$ cat src/rtl/ps2h_pkg.sv
// ----------------------------------------------------------------------------
// ps2h_pkg
// shared types, codes and constants of the ps/2 host line transceiver
// ----------------------------------------------------------------------------
`default_nettype none

package ps2h_pkg;

	// phase timer width and the width of the timing registers
	localparam int COUNT_WIDTH = 16;
	localparam int CFG_WIDTH   = 16;
	localparam int CMP_WIDTH   = (COUNT_WIDTH > CFG_WIDTH) ? COUNT_WIDTH : CFG_WIDTH;

	typedef logic [COUNT_WIDTH-1:0] count_t;
	typedef logic [CFG_WIDTH-1:0]   cfg_word_t;

	localparam count_t COUNT_MAX = '1;

	// request codes carried by the mode field
	localparam logic [1:0] MODE_TICK = 2'd0;
	localparam logic [1:0] MODE_SEND = 2'd1;
	localparam logic [1:0] MODE_RECV = 2'd2;

	// configuration register indexes
	localparam logic [1:0] CFG_GAP     = 2'd0;
	localparam logic [1:0] CFG_INHIBIT = 2'd1;
	localparam logic [1:0] CFG_REQUEST = 2'd2;
	localparam logic [1:0] CFG_SETTLE  = 2'd3;

	// reset values of the timing registers
	localparam cfg_word_t GAP_RESET     = 16'd300;
	localparam cfg_word_t INHIBIT_RESET = 16'd300;
	localparam cfg_word_t REQUEST_RESET = 16'd10;
	localparam cfg_word_t SETTLE_RESET  = 16'd50;

	// frame bit counts
	localparam logic [3:0] DATA_BITS = 4'd8;
	localparam logic [3:0] TAIL_EDGES = 4'd4;

	typedef enum logic [3:0] {
		PH_IDLE,
		PH_TX_GAP,
		PH_TX_INHIBIT,
		PH_TX_REQUEST,
		PH_TX_FIRST_LOW,
		PH_TX_BIT_HIGH,
		PH_TX_BIT_LOW,
		PH_TX_SETTLE,
		PH_TX_ACK_LOW,
		PH_TX_ACK_HIGH,
		PH_RX_SETTLE,
		PH_RX_START_LOW,
		PH_RX_START_HIGH,
		PH_RX_BIT_LOW,
		PH_RX_BIT_HIGH,
		PH_RX_TAIL
	} phase_t;

	typedef struct packed {
		cfg_word_t gap;
		cfg_word_t inhibit;
		cfg_word_t request;
		cfg_word_t settle;
	} cfg_t;

	typedef struct packed {
		logic       clk_low;
		logic       data_low;
		logic       busy;
		logic       tx_done;
		logic       rx_valid;
		logic [7:0] rx_byte;
	} res_t;

endpackage

`default_nettype wire

$ cat src/rtl/ps2h_cfg_regs.sv
// ----------------------------------------------------------------------------
// ps2h_cfg_regs
// timing registers of the transceiver, written through a plain write port
// ----------------------------------------------------------------------------
`default_nettype none

module ps2h_cfg_regs (
	input  wire logic                clk,
	input  wire logic                arst_n,
	input  wire logic                cfg_we,
	input  wire logic [1:0]          cfg_index,
	input  wire ps2h_pkg::cfg_word_t cfg_wdata,
	output ps2h_pkg::cfg_t           cfg
);

	ps2h_pkg::cfg_t cfg_q;

	always_ff @(posedge clk or negedge arst_n) begin
		if (!arst_n) begin
			cfg_q.gap     <= ps2h_pkg::GAP_RESET;
			cfg_q.inhibit <= ps2h_pkg::INHIBIT_RESET;
			cfg_q.request <= ps2h_pkg::REQUEST_RESET;
			cfg_q.settle  <= ps2h_pkg::SETTLE_RESET;
		end else if (cfg_we) begin
			case (cfg_index)
				ps2h_pkg::CFG_GAP:     cfg_q.gap     <= cfg_wdata;
				ps2h_pkg::CFG_INHIBIT: cfg_q.inhibit <= cfg_wdata;
				ps2h_pkg::CFG_REQUEST: cfg_q.request <= cfg_wdata;
				ps2h_pkg::CFG_SETTLE:  cfg_q.settle  <= cfg_wdata;
				default: ;
			endcase
		end
	end

	assign cfg = cfg_q;

endmodule

`default_nettype wire

$ cat src/rtl/ps2h_fsm.sv
// ----------------------------------------------------------------------------
// ps2h_fsm
// link sequencer: one step per accepted tick, result from the updated state
// ----------------------------------------------------------------------------
`default_nettype none

module ps2h_fsm (
	input  wire logic           clk,
	input  wire logic           arst_n,
	input  wire logic           step,
	input  wire ps2h_pkg::cfg_t cfg,
	input  wire logic [1:0]     mode,
	input  wire logic [7:0]     tx_byte,
	input  wire logic           clk_in,
	input  wire logic           data_in,
	output ps2h_pkg::res_t      res
);

	ps2h_pkg::phase_t phase_q, phase_d;
	ps2h_pkg::count_t cnt_q, cnt_d, cnt_inc;
	logic [3:0]       bit_q, bit_d, bit_inc;
	logic [7:0]       shift_q, shift_d;
	logic             par_q, par_d;
	logic             tx_done_d, rx_valid_d;
	logic             tmr_gap, tmr_inhibit, tmr_request, tmr_settle;

	// saturating phase timer and its end conditions
	assign cnt_inc = (cnt_q != ps2h_pkg::COUNT_MAX) ? cnt_q + ps2h_pkg::count_t'(1) : cnt_q;
	assign bit_inc = bit_q + 4'd1;

	assign tmr_gap = (ps2h_pkg::CMP_WIDTH'(cnt_inc) >= ps2h_pkg::CMP_WIDTH'(cfg.gap))
		|| (cnt_inc == ps2h_pkg::COUNT_MAX);
	assign tmr_inhibit = (ps2h_pkg::CMP_WIDTH'(cnt_inc) >= ps2h_pkg::CMP_WIDTH'(cfg.inhibit))
		|| (cnt_inc == ps2h_pkg::COUNT_MAX);
	assign tmr_request = (ps2h_pkg::CMP_WIDTH'(cnt_inc) >= ps2h_pkg::CMP_WIDTH'(cfg.request))
		|| (cnt_inc == ps2h_pkg::COUNT_MAX);
	assign tmr_settle = (ps2h_pkg::CMP_WIDTH'(cnt_inc) >= ps2h_pkg::CMP_WIDTH'(cfg.settle))
		|| (cnt_inc == ps2h_pkg::COUNT_MAX);

	// next state
	always_comb begin
		phase_d    = phase_q;
		cnt_d      = cnt_q;
		bit_d      = bit_q;
		shift_d    = shift_q;
		par_d      = par_q;
		tx_done_d  = 1'b0;
		rx_valid_d = 1'b0;
		case (phase_q)
			ps2h_pkg::PH_IDLE: begin
				if (mode == ps2h_pkg::MODE_SEND) begin
					shift_d = tx_byte;
					par_d   = 1'b1;
					bit_d   = '0;
					cnt_d   = '0;
					phase_d = ps2h_pkg::PH_TX_GAP;
				end else if (mode == ps2h_pkg::MODE_RECV) begin
					shift_d = '0;
					bit_d   = '0;
					cnt_d   = '0;
					phase_d = ps2h_pkg::PH_RX_SETTLE;
				end
			end
			ps2h_pkg::PH_TX_GAP: begin
				cnt_d = cnt_inc;
				if (tmr_gap) begin
					cnt_d   = '0;
					phase_d = ps2h_pkg::PH_TX_INHIBIT;
				end
			end
			ps2h_pkg::PH_TX_INHIBIT: begin
				cnt_d = cnt_inc;
				if (tmr_inhibit) begin
					cnt_d   = '0;
					phase_d = ps2h_pkg::PH_TX_REQUEST;
				end
			end
			ps2h_pkg::PH_TX_REQUEST: begin
				cnt_d = cnt_inc;
				if (tmr_request) begin
					cnt_d   = '0;
					phase_d = ps2h_pkg::PH_TX_FIRST_LOW;
				end
			end
			ps2h_pkg::PH_TX_FIRST_LOW: begin
				if (!clk_in) phase_d = ps2h_pkg::PH_TX_BIT_HIGH;
			end
			ps2h_pkg::PH_TX_BIT_HIGH: begin
				if (clk_in) phase_d = ps2h_pkg::PH_TX_BIT_LOW;
			end
			ps2h_pkg::PH_TX_BIT_LOW: begin
				if (!clk_in) begin
					if (bit_q < ps2h_pkg::DATA_BITS) begin
						par_d   = par_q ^ shift_q[0];
						shift_d = {1'b0, shift_q[7:1]};
						bit_d   = bit_inc;
						phase_d = ps2h_pkg::PH_TX_BIT_HIGH;
					end else begin
						cnt_d   = '0;
						phase_d = ps2h_pkg::PH_TX_SETTLE;
					end
				end
			end
			ps2h_pkg::PH_TX_SETTLE: begin
				cnt_d = cnt_inc;
				if (tmr_settle) phase_d = ps2h_pkg::PH_TX_ACK_LOW;
			end
			ps2h_pkg::PH_TX_ACK_LOW: begin
				if (!clk_in) phase_d = ps2h_pkg::PH_TX_ACK_HIGH;
			end
			ps2h_pkg::PH_TX_ACK_HIGH: begin
				if (clk_in && data_in) begin
					phase_d   = ps2h_pkg::PH_IDLE;
					tx_done_d = 1'b1;
				end
			end
			ps2h_pkg::PH_RX_SETTLE: begin
				cnt_d = cnt_inc;
				if (tmr_settle) phase_d = ps2h_pkg::PH_RX_START_LOW;
			end
			ps2h_pkg::PH_RX_START_LOW: begin
				if (!clk_in) phase_d = ps2h_pkg::PH_RX_START_HIGH;
			end
			ps2h_pkg::PH_RX_START_HIGH: begin
				if (clk_in) phase_d = ps2h_pkg::PH_RX_BIT_LOW;
			end
			ps2h_pkg::PH_RX_BIT_LOW: begin
				if (!clk_in) begin
					shift_d = {data_in, shift_q[7:1]};
					phase_d = ps2h_pkg::PH_RX_BIT_HIGH;
				end
			end
			ps2h_pkg::PH_RX_BIT_HIGH: begin
				if (clk_in) begin
					if (bit_inc >= ps2h_pkg::DATA_BITS) begin
						bit_d   = '0;
						phase_d = ps2h_pkg::PH_RX_TAIL;
					end else begin
						bit_d   = bit_inc;
						phase_d = ps2h_pkg::PH_RX_BIT_LOW;
					end
				end
			end
			ps2h_pkg::PH_RX_TAIL: begin
				// parity and stop: low, high, low, high
				if (bit_q[0] ? clk_in : !clk_in) begin
					if (bit_inc >= ps2h_pkg::TAIL_EDGES) begin
						bit_d      = '0;
						phase_d    = ps2h_pkg::PH_IDLE;
						rx_valid_d = 1'b1;
					end else begin
						bit_d = bit_inc;
					end
				end
			end
			default: phase_d = phase_q;
		endcase
	end

	// line drive and status from the state after the step
	always_comb begin
		res          = '0;
		res.busy     = (phase_d != ps2h_pkg::PH_IDLE);
		res.tx_done  = tx_done_d;
		res.rx_valid = rx_valid_d;
		res.rx_byte  = rx_valid_d ? shift_d : 8'd0;
		case (phase_d)
			ps2h_pkg::PH_IDLE,
			ps2h_pkg::PH_TX_INHIBIT: begin
				res.clk_low  = 1'b1;
				res.data_low = 1'b0;
			end
			ps2h_pkg::PH_TX_REQUEST: begin
				res.clk_low  = 1'b1;
				res.data_low = 1'b1;
			end
			ps2h_pkg::PH_TX_FIRST_LOW: begin
				res.clk_low  = 1'b0;
				res.data_low = 1'b1;
			end
			ps2h_pkg::PH_TX_BIT_HIGH,
			ps2h_pkg::PH_TX_BIT_LOW: begin
				res.clk_low  = 1'b0;
				res.data_low = (bit_d < ps2h_pkg::DATA_BITS) ? ~shift_d[0] : ~par_d;
			end
			default: begin
				res.clk_low  = 1'b0;
				res.data_low = 1'b0;
			end
		endcase
	end

	always_ff @(posedge clk or negedge arst_n) begin
		if (!arst_n) begin
			phase_q <= ps2h_pkg::PH_IDLE;
			cnt_q   <= '0;
			bit_q   <= '0;
			shift_q <= '0;
			par_q   <= 1'b1;
		end else if (step) begin
			phase_q <= phase_d;
			cnt_q   <= cnt_d;
			bit_q   <= bit_d;
			shift_q <= shift_d;
			par_q   <= par_d;
		end
	end

endmodule

`default_nettype wire

$ cat src/rtl/ps2_host_line_transceiver.sv
// ----------------------------------------------------------------------------
// ps2_host_line_transceiver
// host side of the two-wire open-collector ps/2 link
// ----------------------------------------------------------------------------
// usage:
//   each input beat is one timer tick carrying the synchronized clock and
//   data line levels plus an optional request (send tx_byte, or receive);
//   requests are ignored while busy_res is high
//   each input beat produces exactly one output beat: line drive levels
//   (clk_low, data_low), busy_res, and the one-tick tx_done / rx_valid pulses
//   with rx_byte
//   the output beat is registered and presented in the cycle after the input
//   beat is accepted; one beat per cycle is sustained while out_stall is low,
//   limited only by the single sequencer step between state and output registers
//   stall: in_stall rises only when the output register holds a beat that is
//   being stalled; the sequencer then holds until that beat is taken
//   reset: timing registers return to their defaults (300, 300, 10, 50),
//   the sequencer sits idle, idle beats inhibit the clock, no output beat is pending
//   timing registers are written through cfg_we / cfg_index / cfg_wdata; the
//   block does not check its state, so the user must write them only while idle
// ----------------------------------------------------------------------------
`default_nettype none

module ps2_host_line_transceiver (
	input  wire logic                clk,
	input  wire logic                arst_n,
	// configuration port
	input  wire logic                cfg_we,
	input  wire logic [1:0]          cfg_index,
	input  wire ps2h_pkg::cfg_word_t cfg_wdata,
	// tick input channel
	input  wire logic                in_valid,
	output logic                     in_stall,
	input  wire logic [1:0]          mode,
	input  wire logic [7:0]          tx_byte,
	input  wire logic                clk_in,
	input  wire logic                data_in,
	// result channel
	output logic                     out_valid,
	input  wire logic                out_stall,
	output logic                     clk_low,
	output logic                     data_low,
	output logic                     busy_res,
	output logic                     tx_done,
	output logic                     rx_valid,
	output logic [7:0]               rx_byte
);

	ps2h_pkg::cfg_t cfg;
	ps2h_pkg::res_t res;
	ps2h_pkg::res_t res_q;
	logic           out_valid_q;
	logic           accept;

	// a pending output beat that is stalled blocks the next tick
	assign in_stall = out_valid_q & out_stall;
	assign accept   = in_valid & ~in_stall;

	ps2h_cfg_regs u_cfg (
		.clk       (clk),
		.arst_n    (arst_n),
		.cfg_we    (cfg_we),
		.cfg_index (cfg_index),
		.cfg_wdata (cfg_wdata),
		.cfg       (cfg)
	);

	ps2h_fsm u_fsm (
		.clk     (clk),
		.arst_n  (arst_n),
		.step    (accept),
		.cfg     (cfg),
		.mode    (mode),
		.tx_byte (tx_byte),
		.clk_in  (clk_in),
		.data_in (data_in),
		.res     (res)
	);

	// output register: loads on every accepted tick, drains when taken
	always_ff @(posedge clk or negedge arst_n) begin
		if (!arst_n) begin
			out_valid_q <= 1'b0;
		end else if (accept) begin
			out_valid_q <= 1'b1;
		end else if (!out_stall) begin
			out_valid_q <= 1'b0;
		end
	end

	always_ff @(posedge clk) begin
		if (accept) begin
			res_q <= res;
		end
	end

	assign out_valid = out_valid_q;
	assign clk_low   = res_q.clk_low;
	assign data_low  = res_q.data_low;
	assign busy_res  = res_q.busy;
	assign tx_done   = res_q.tx_done;
	assign rx_valid  = res_q.rx_valid;
	assign rx_byte   = res_q.rx_byte;

endmodule

`default_nettype wire

$ cat config.mk
export PLATFORM = sky130hd
export DESIGN_NAME = ps2_host_line_transceiver
export DESIGN_NICKNAME = d
export VERILOG_FILES = /design/src/rtl/ps2h_pkg.sv /design/src/rtl/ps2h_cfg_regs.sv /design/src/rtl/ps2h_fsm.sv /design/src/rtl/ps2_host_line_transceiver.sv
export SDC_FILE = /design/constraint.sdc
export NUM_CORES = 1
export LEC_CHECK = 0
export BUFFER_PORTS_ARGS = -buffer_cell sky130_fd_sc_hd__buf_2
export CAP_MARGIN = 5
export CELL_PAD_IN_SITES_DETAIL_PLACEMENT = 0
export CELL_PAD_IN_SITES_GLOBAL_PLACEMENT = 1
export CORE_MARGIN = 2
export CORE_UTILIZATION = 30
export CTS_CLUSTER_DIAMETER = 60
export DETAILED_ROUTE_END_ITERATION = 12
export HOLD_SLACK_MARGIN = 0.15
export PLACE_DENSITY_LB_ADDON = 0.1
export SETUP_SLACK_MARGIN = 0.5
export SLEW_MARGIN = 20
export SYNTH_ARGS = -nofsm -noshare
export SYNTH_HDL_FRONTEND = slang
export SYNTH_SLANG_ARGS = --single-unit
$ cat constraint.sdc
create_clock -name clk -period 4.7 [get_ports clk]
set_input_delay 1.175 -clock clk [delete_from_list [all_inputs] [get_ports clk]]
set_output_delay 1.175 -clock clk [all_outputs]
set_load 0.02 [all_outputs]
Word level (Yosys, flattened, before mapping):

Index checks and enable logic that the tools add are counted.

* logic and storage cells: 140
* bits of input ports: 35
* bits in read-only memories: 0
* RAM bits: 0
* memories: 0
* bits in latches: 0
* output and inout port bits: 15
* bits in registers: 111

* divide/modulo/power cells: 0
* reduce and logical (&&, ||, !) cells: 19
* equality and inequality tests: 31
* multiply operators: 0
* mux-type cells: 58
* add/subtract/negate cells: 2
* order comparisons: 8
* bitwise gates (word level): 6
* shifts and indexed selects: 0

Operators by type and width (count)
* $mux 16: 8
* $mux 4: 26
* $pmux 16 s6: 1
* $ge 16x16->1: 4
* $pmux 4 s16: 1
* $mux 8: 5
* $eq 4x4->1 const B: 8
* $eq 4x3->1 const B: 7
* $pmux 8 s3: 1
* $add 16x1->16 const B: 1
* $eq 16x16->1 const B: 1
* $eq 4x2->1 const B: 4
* $ne 16x16->1 const B: 1
* $pmux 4 s4: 1
* $mux 1: 11
* $logic_not 4->1: 2
* $lt 4x4->1 const B: 2
* $pmux 2 s4: 1
* $reduce_and 2->1: 4
* $eq 2x2->1 const B: 3
* $reduce_bool 6->1: 1
* $reduce_or 2->1: 3
* $reduce_and 5->1: 1
* $add 4x1->4 const B: 1
* 17 further kinds: 26

Depth between registers and ports, before layout:

* depth after elaboration: 9
* mapped depth: 17
* mapped depth without buffers: 15

Modules after synthesis:

A second synthesis with hierarchy kept.

* cells, all modules: 738
* area total of the unflattened synthesis: 7383.3 µm²

By module, submodules not included
* ps2h_fsm: cells each 585, seq. area each 827.0 µm², area an instance 4515.6 µm², instances 1
* ps2h_cfg_regs: cells each 136, seq. area each 1617.8 µm², area an instance 2427.3 µm², instances 1
* ps2_host_line_transceiver: cells each 17, seq. area each 415.4 µm², area an instance 440.4 µm², instances 1

Worst setup path before layout:

No wires, ideal clock.

* path kind: register to register
* from: register u_fsm.cnt_q[1]
* to: register u_fsm.cnt_q[11]
* arrival: 4174 ps
* path slack: 443 ps
* stages on the path, launching flop included: 18
* path buffers: 2
* cells stage by stage: dfrtp_1 ha_1 nand3_1 or4_4 buf_6 a21bo_1 nand2_1 ha_1 a211oi_1 o21bai_1 a2111o_1 a221oi_1 o2bb2ai_1 o21ai_0 a21oi_1 clkbuf_1 o21ai_0 o21ai_0

* word-level cells in the longest chain between the ends: 6

RTL lines
* from (decl): line ps2h_fsm.sv:20 `ps2h_pkg::count_t cnt_q, cnt_d, cnt_inc;`
* from (signal assigned): line ps2h_fsm.sv:202 `cnt_q <= cnt_d;`
* $add 16x1->16 or $ne 16x16->1 (tied branches): line ps2h_fsm.sv:28 `assign cnt_inc = (cnt_q != ps2h_pkg::COUNT_MAX) ? cnt_q + ps2h_pkg::count_t'(1) : cnt_q;`
* $mux 16 *: line ps2h_fsm.sv:28
* $ge 16x16->1, or another cell as far along: line ps2h_fsm.sv:35 `assign tmr_request = (ps2h_pkg::CMP_WIDTH'(cnt_inc) >= ps2h_pkg::CMP_WIDTH'(cfg.request))`
* $logic_or 1x1->1 (on tied branches): line ps2h_fsm.sv:36, ps2h_fsm.sv:32, ps2h_fsm.sv:34
* $mux 16 (on tied branches): line ps2h_fsm.sv:80, ps2h_fsm.sv:66, ps2h_fsm.sv:73
* $pmux 16 s6 *: line ps2h_fsm.sv:49 `case (phase_q)`

Mark *: on every way between the ends. The rest lies on a longest branch, timed or not.
A chain may end at the register's enable or synchronous reset.

==> reports/results.tsv <==
stage	metric	value	unit
status	outcome	finished clean	
placed_design	pre-CTS WS	0.0621	ns
placed_design	PortBufs	49	
power_and_ir_drop	Sw Share	38.0	%
layout	fraction of layout cells with a size suffix above 1	27.4	%
layout	Layout area overhead	19.8	%
power_and_ir_drop	P_int	2.08	mW
cts	CTS root buffer	clkbuf_16	
die	CORE AREA	0.0233	mm²
synth	Synth Net Count	839	
sta	final worst setup slack	0.588	ns
drt	Vias/cell	5.05	
cts	Clk Latency, worst-skew pair	0.36	ns
sta	Fin Clk Skew	0.0170	ns
drt	DRT Pass-1 Iters	6	
layout	Seq. cell area	0.00287	mm²
layout	most common cell after layout, fill and taps aside	dfrtp_1	
critical_path	CP Class	reg -> reg	
synth	Post-Synthesis Cell Area	0.00709	mm²
synth	yosys warns	0	
sta	Tightest Pin Transition	1.03	ns
cts	Reg clk slew, reported paths	0.08	ns
critical_path	CP arrival	4.20	ns
synth	ys async rst share	88.3	%
critical_path	crit path launch type	register	
global_route	largest net degree at the start of global routing	53	
global_route	gr ovfl total	0	
die	chip width	158	µm
drt	Via Count	5754	
placed_design	gpl congestion	0.849	
global_route	global-route track usage on met3	2.27	%
global_route	number of global-route vias before repair	5830	
sta	setup violators final	0	
drt	routed wire length	20000	µm
synth	Synth Flop Type	dfrtp_1	
sta	Final period util	87.5	%
job	MaxCap Viol Count	0	
die	die height	158	µm
power_and_ir_drop	Psw	1.27	mW
drt	drt drc	0	
sta	Max Slew Vio Count	0	
layout	Inserted Diodes	0	
sta	clock period minus worst slack	4.11	ns
layout	area taken by multi-input logic gates	0.00401	mm²
global_route	Total GRT Usage	16.6	%
synth	synthesized flop and latch total	111	
cts	TritonCTS clock tree	yes	
drt	number of DRC markers in iteration 0	385	
cts	H-tree levels	3	
layout	most frequent cells in the layout	dfrtp_1, inv_1, nand2_1	
synth	post-synth top area share	29.6	%
power_and_ir_drop	Pwr per Cell Area	394	mW/mm²
cts	Clock Sinks	111	
power_and_ir_drop	leak pwr	3.88	nW
global_route	GR peak layer	met2	
sta	setup TNS	0	ns
cts	TritonCTS buffer count	9	
layout	fin nets	917	
sta	Hold Fails Final Rpt	0	
synth	Post-synth EDFFs	13	
critical_path	data required time of the worst path	4.79	ns
sta	unrepaired setup endpoints after global routing	no	
power_and_ir_drop	Worst VDD drop	235	µV
die	Core Rows	56	
power_and_ir_drop	Clock Power Share	24.1	%
synth	Mean Syn Cell Area	9.62	µm²
die	I/O pin cnt	50	
synth	Synth cell types	76	
synth	top post-synthesis cells by area	dfrtp_1, ha_1, mux2_2, edfxtp_1, dfstp_2	
drt	Detail Route Antenna Nets	0	
worst_hold_path	Hold WC Path Type	reg -> reg	
global_route	met1 GRT Util	23.0	%
critical_path	Setup crit end kind	register	
sta	Slew HR	30.8	%
layout	Fillers	2389	
synth	Mapped Cells	737	
power_and_ir_drop	Comb power frac	35.5	%
cts	Max Root-Sink Buffers	2	
placed_design	DPL Wire Length	14800	µm
drt	drt wl/cell	17.5	µm
global_route	initial antenna violation count	0	
global_route	met2 Use GR	27.1	%
power_and_ir_drop	sequential share of power	40.4	%
power_and_ir_drop	Tot Pwr	3.35	mW
critical_path	CP Max Fanout	7	
die	DIE AREA	0.0249	mm²
global_route	global-route wire length before repair	31900	µm
synth	sequential cell area fraction in the yosys report	40.3	%
die	Starting Density	30.4	%
synth	Synth area leader	dfrtp_1	
sta	Max Clock Freq	0.243	GHz
cts	# hold bufs at CTS	0	
sequential cells by signal (all words and copies together), names as in the netlist:
register and flops:
u_fsm.par_q 1, data_low 1, rx_valid 1, u_fsm.phase_q 4
tx_done 1, busy_res 1, u_fsm.cnt_q 16, rx_byte 8
u_cfg.cfg 64, u_fsm.shift_q 8, u_fsm.bit_q 4, out_valid 1
clk_low 1
metal layers:
metal,vias to the layer above,part of all wire [%]
met4,0,1.5
met1,2822,49
met2,79,47
li1,2836,-
met5,-,0
met3,17,2.2
power groups by stage:
stage | clock network (mW) | registers [mW] | logic [mW]
2_1_floorplan | 0 | 1.29 | 0.827
3_3_place_gp | 0 | 1.37 | 1.11
3_5_place_dp | 0 | 1.38 | 1.12
4_1_cts | 0.847 | 1.36 | 1.17
5_1_grt | 0.883 | 1.39 | 1.35
6_report | 0.809 | 1.35 | 1.19
stage by stage:
| step | util (%) | area, µm² | instances | hold WS (ns) |
|---|---|---|---|---|
| detailed placement | 33.5 | 7820 | 1100 | 0.489 |
| floorplan | - | 7100 | 737 | 0.468 |
| CTS | 35.5 | 8270 | 1126 | 0.511 |
| global placement | 33.5 | 7820 | 1100 | 0.478 |
| finish | 36.4 | 8500 | 1139 | 0.505 |
| global route | 36.4 | 8500 | 1139 | 0.527 |
cells by family (layout without fill, tap and decap cells):
group / after synthesis / after routing / share of synthesized area, %
DFF: 111 / 111 / 40.3
and+or+nand+nor: 223 / 223 / 16.1
AOI/OAI and AO/OA: 168 / 168 / 16.0
buffers and inverters: 102 / 185 / 5.63
adders and majority gates: 68 / 68 / 12.0
muxes: 54 / 54 / 8.56
xor gates and xnor gates: 11 / 11 / 1.36
repair_timing:
| action | CTS | global route |
|---|---|---|
| setup endpoints to repair | 20 | 18 |
| resized for setup | 17 | 25 |
| setup buffers | 10 | 13 |
| gates cloned | 0 | 0 |
| pin swaps | 6 | 11 |
cell type report:
class | count | area share, %
Multi-Input combinational cell | 524 | 47.2
Tap cell | 319 | 4.70
Clock buffer | 9 | 2.65
Sequential cell | 111 | 33.8
Clock inverter | 7 | 0.942
Timing Repair Buffer | 96 | 7.51
Inverter | 73 | 3.22
path summary, 6_finish.rpt:
check | slack [ns] | cells past startpoint | start | to
max | 0.59 | 15 | u_fsm.cnt_q[13] | busy_res
min | 0.51 | 2 | u_fsm.par_q | u_fsm.par_q
max reg2reg | 0.59 | 15 | u_fsm.cnt_q[13] | busy_res
min reg2reg | 0.51 | 2 | u_fsm.par_q | u_fsm.par_q
max in group asynchronous | 2.94 | 2 | arst_n | u_cfg.cfg[5]
min in group asynchronous | 0.90 | 1 | arst_n | u_fsm.cnt_q[4]
Yosys cell counts, types with 8 or more instances:
cell,number
nand2b_1,8
nor3_1,21
a21oi_1,25
a211oi_1,9
mux2_2,49
nand2_1,72
inv_1,73
a222oi_1,8
edfxtp_1,13
ha_1,67
nand4_1,16
clkbuf_1,23
nor2_1,39
dfrtp_1,84
dfstp_2,14
nand3_1,13
o21ai_0,57
a22o_1,10
critical path, stage by stage, from the launching register on:
cell,delay (ns)
dfrtp_2,0.42
nand4_1,0.16
buf_4,0.19
nor4_4,0.32
buf_4,0.21
nor4_1,0.06
or2_2,0.35
ha_1,0.22
a211oi_1,0.23
and3_1,0.22
o21ai_1,0.13
a221oi_2,0.40
a21oi_1,0.13
a221oi_2,0.27
nand2_1,0.12
or4_4,0.42
No activity file was read; power rests on OpenSTA's default activity.
